### config.mk
export PLATFORM = sky130hd
export DESIGN_NAME = cidt_cell
export DESIGN_NICKNAME = d
export VERILOG_FILES = /design/src/cidt_pkg.sv /design/src/cidt_cell.sv
export SDC_FILE = /design/constraint.sdc
export NUM_CORES = 1
export LEC_CHECK = 0
export BUFFER_PORTS_ARGS = -buffer_cell sky130_fd_sc_hd__buf_2
export CORE_MARGIN = 2
export CORE_UTILIZATION = 45
export CTS_BUF_LIST = sky130_fd_sc_hd__clkbuf_4 sky130_fd_sc_hd__clkbuf_8
export DETAILED_ROUTE_END_ITERATION = 6
export GPL_ROUTABILITY_DRIVEN = 0
export PLACE_DENSITY = 0.91
export SLEW_MARGIN = 20
export SYNTH_ARGS = -nofsm -noshare
export SYNTH_HDL_FRONTEND = slang
export SYNTH_SLANG_ARGS = --single-unit
### constraint.sdc
create_clock -name clock -period 3.7 [get_ports clock]
set_input_delay 0.185 -clock clock [delete_from_list [all_inputs] [get_ports clock]]
set_output_delay 0.185 -clock clock [all_outputs]
set_load 0.005 [all_outputs]
### src/cidt_pkg.sv
// shared types and constants for the compacting id record table
`timescale 1ns / 1ps
package cidt_pkg;

   localparam int ID_W    = 31;
   localparam int DAY_W   = 5;
   localparam int MON_W   = 4;
   localparam int YEAR_W  = 14;
   localparam int CAL_W   = 2;
   localparam int KIND_W  = 2;
   localparam int STAT_W  = 2;
   localparam int COUNT_W = 8;

   typedef logic [ID_W-1:0] id_type;

   localparam id_type ID_FIRST = id_type'(1);
   localparam id_type ID_MAX   = {ID_W{1'b1}};

   typedef struct packed {
      id_type             id;
      logic [DAY_W-1:0]   day;
      logic [MON_W-1:0]   month;
      logic [YEAR_W-1:0]  year;
      logic [CAL_W-1:0]   calendar;
   } entry_type;

   typedef enum logic [KIND_W-1:0] {
      KIND_ADD    = 2'd0,
      KIND_DELETE = 2'd1,
      KIND_FIND   = 2'd2
   } kind_type;

   typedef enum logic [STAT_W-1:0] {
      STATUS_DONE = 2'd0,
      STATUS_FULL = 2'd1,
      STATUS_MISS = 2'd2
   } status_type;

   typedef enum logic {
      ST_IDLE,
      ST_EXEC
   } state_type;

   // broadcast from the controller to every cell
   typedef struct packed {
      logic      capture;
      logic      add_en;
      logic      del_en;
      id_type    key;
      entry_type rec;
   } cell_ctl_type;

endpackage

### src/cidt_cell.sv
// one table slot: holds a record, compares its id and shifts down on delete
`timescale 1ns / 1ps
module cidt_cell (
   input  logic                  clock,
   input  logic                  reset,
   input  cidt_pkg::cell_ctl_type ctl,
   input  cidt_pkg::entry_type   up_entry,
   input  logic                  up_valid,
   input  logic                  below_valid,
   input  logic                  shift_sel,
   output cidt_pkg::entry_type   entry,
   output logic                  valid,
   output logic                  match
);
   import cidt_pkg::*;

   entry_type entry_ff;
   logic      valid_ff;
   logic      match_ff;
   logic      take_add;
   logic      take_shift;

   // valid slots stay contiguous from slot zero, so the first empty slot takes an add
   assign take_add   = ctl.add_en && below_valid && !valid_ff;
   assign take_shift = ctl.del_en && shift_sel;

   always_ff @(posedge clock) begin
      if (reset) begin
         valid_ff <= 1'b0;
         match_ff <= 1'b0;
      end else begin
         if (take_add) begin
            valid_ff <= 1'b1;
         end else if (take_shift) begin
            valid_ff <= up_valid;
         end
         if (ctl.capture) begin
            match_ff <= valid_ff && (entry_ff.id == ctl.key);
         end
      end
   end

   always_ff @(posedge clock) begin
      if (take_add) begin
         entry_ff <= ctl.rec;
      end else if (take_shift) begin
         entry_ff <= up_entry;
      end
   end

   assign entry = entry_ff;
   assign valid = valid_ff;
   assign match = match_ff;

endmodule

==> reports/metrics.csv <==
metric;value;unit
post_route_cells_drive_above_1_share;0.722;
yosys.area.top_type;sky130_fd_sc_hd__edfxtp_1;
tritoncts.num_buffers;9;
grt_usage;0.202;
layout_worst_path_cycle_share;0.502;
crit_arrival;1840;ps
htreeDepth;3;
post-dp-hpwl;5450;um
grt_util_met3;0.0633;
power_frac_comb;0.181;
final_cell_mix;sky130_fd_sc_hd__buf_2 (208), sky130_fd_sc_hd__edfxtp_1 (56), sky130_fd_sc_hd__mux2_2 (38);
ys.warnings.count;0;
status;completed;
antenna_violations_before_repair;0;
cts-hold-fix-buffers;0;
groute.layer.met1.usage;0.225;
synthesis.instances;169;
normalized_max_slew_margin;0.472;
drv_cap;0;
post_synth_instance_area;0.00286;sq mm
whs;42.1;ps
rsz0062_at_grt;no;
synth.top_cell.area_share;0.588;
clkPwrFrac;0.303;
timing_max_transition_violations_final;0;
antenna-diode-count;0;
critPathKind;reg -> reg;
global_route.peak_usage_layer;met2;
powerDensity;382;mW/mm^2
unique_cell_type_count_in_the_yosys_netlist;16;
p_int;1.21;mW
fmax;539;MHz
ctsRootBufferMaster;sky130_fd_sc_hd__clkbuf_8;
drt_iter0_drc;43;
synth.top_cells.by_area;sky130_fd_sc_hd__edfxtp_1 (59%), sky130_fd_sc_hd__mux2_2 (15%), sky130_fd_sc_hd__mux2_4 (9.4%), sky130_fd_sc_hd__xnor2_1 (6.4%), sky130_fd_sc_hd__xor2_1 (3.1%);
number_of_buffers_and_inverters_on_the_critical_path;1;
timing.final.crit_period;1860;ps
num-fill-cells;476;
final_nets;535;
grt_pass1_wl;11000;um
layout_setup_ws;1840;ps
synthToLayoutAreaGrowth;44.3;%
syn-num-nets;320;
area_used_by_multi_input_combinational_logic;0.00109;sq mm
depth_of_the_worst_register_to_register_path;3;
worst_skew_pair.late_latency;320;ps
postSynthRegisterBits;58;
cellLeakagePower;1.92;nW
sequential_cell_area;0.00172;sq mm
wire_per_inst;14.8;um
critical_path.endpoint_type;register;
crit_path_max_incr_delay;580;ps
synth.yosys.seq_area_share;0.602;
cts.path.max_buffers;2;
layout_commonest_cell;sky130_fd_sc_hd__buf_2;
netSwitchingFraction;0.233;
sw_power;368;uW
critical_path.startpoint_type;register;
kind_of_path_behind_the_tightest_hold_check;in -> reg;
die_area;0.00701;sq mm
timing.critical_path.depth;3;
cts-resized-gates;0;
cp_max_fo;33;
dieWidth;83.7;um
power.sequential.fraction;0.516;
placement.setup.worst_slack;1830;ps
design.core.area;0.00624;sq mm
dr_total_vias;2183;
drt_drc_violations_left;0;
cp_cell_sequence;nand3b_4 -> nand2_2 -> buf_4;
route.detailed.vias_per_inst;4.68;
worst_pin_slew;789;ps
placementRows;29;
floorplan.initialDensity;0.459;
largest_net_degree_at_the_start_of_global_routing;58;
first_global_vias;2385;
cts_num_sinks;58;
first_pass_iters;4;
cts_tree;done;
clkTransAtPathRegs;60;ps
routed_wirelength;6900;um
num_io_pins;209;
critical_path.top_delay_family;simple AND/OR/NAND/NOR gates;
grtUsageMet2;0.359;
worst-endpoint-required;3690;ps
clock_tree_skew_after_final_layout;10.2;ps
syn-mean-instance-area;16.9;sq um
peakVddDrop;0.000262;V
tns;0;ps
detail-route-antenna-nets;0;
die_y;83.7;um
crit_slowest_cell;sky130_fd_sc_hd__nand2_2;
final_hold_viol_count;0;
grt_overflow_total;0;
buffer_ports.inserted;208;
postCtsSetupBuffers;0;
timing.final.setup_violations;0;
min_delay_path_depth;2;
per-layer routing:
metal | vias to the layer above | wire [um]
li1 | 1071 | -
met1 | 974 | 2480
met2 | 124 | 3660
met3 | 14 | 623
met4 | 0 | 139
met5 | - | 0
cell usage after synthesis, drive strengths merged:
| cell type | number |
|---|---|
| dfxtp | 2 |
| xor2 | 10 |
| nand3 | 1 |
| a21oi | 2 |
| nand2b | 1 |
| xnor2 | 21 |
| edfxtp | 56 |
| nand4 | 6 |
| nand3b | 1 |
| nor4 | 4 |
| mux2 | 56 |
| nand2 | 2 |
| mux2i | 1 |
| buf | 6 |
power by group through the flow:
stage	Clock [mW]	Combinational [mW]	Sequential, mW
floorplan	0	0.134	0.834
global placement	0	0.282	0.825
detailed placement	0	0.290	0.828
CTS	0.490	0.290	0.815
global route	0.524	0.313	0.821
finish	0.477	0.286	0.814
kinds of logic (layout without fill, tap and decap cells):
| logic type | Yosys count | count (layout) | share of synthesized area |
|---|---|---|---|
| DFF | 58 | 58 | 0.602 |
| muxes | 57 | 57 | 0.247 |
| buffers and inverters | 6 | 226 | 0.0171 |
| xor gates and xnor gates | 31 | 31 | 0.0949 |
| AOI/OAI and AO/OA | 2 | 2 | 0.00350 |
| and+or+nand+nor | 15 | 15 | 0.0354 |
worst paths after layout:
kind,slack (ps),end,from
worst min register to register,470,match$_SDFFE_PP0P_,match$_SDFFE_PP0P_
worst max register to register,1840,entry[51]$_DFFE_PP_,valid$_SDFFE_PP0P_
worst max-delay path,1840,entry[51]$_DFFE_PP_,valid$_SDFFE_PP0P_
worst min-delay path,40,valid$_SDFFE_PP0P_,reset
final cells by class:
class | instances | share of cell area
clock inverter | 5 | 0.00515
clock buffer | 11 | 0.0336
tap | 77 | 0.0233
sequential | 58 | 0.417
multi-input combinational | 105 | 0.265
timing repair buffer | 210 | 0.256
stage by stage:
stage          cells  total power, mW  cell area, sq um   util
3_5_place_dp     450             1.12              3970  0.636
2_1_floorplan    169            0.969              2860      -
4_1_cts          466             1.60              4130  0.661
6_report         466             1.58              4130  0.661
5_1_grt          466             1.66              4130  0.661
3_3_place_gp     450             1.11              3970  0.636
worst register-to-register path, delay by kind of cell, from the launching register on:
family | cells | cell delay, ps
buffers and inverters | 1 | 450
and+or+nand+nor | 2 | 740
DFF | 1 | 330
sequential cells by signal, summed over array words and instances (netlist names):
name   flops
valid      1
entry     56
match      1
(Power assumes the default switching activity.)
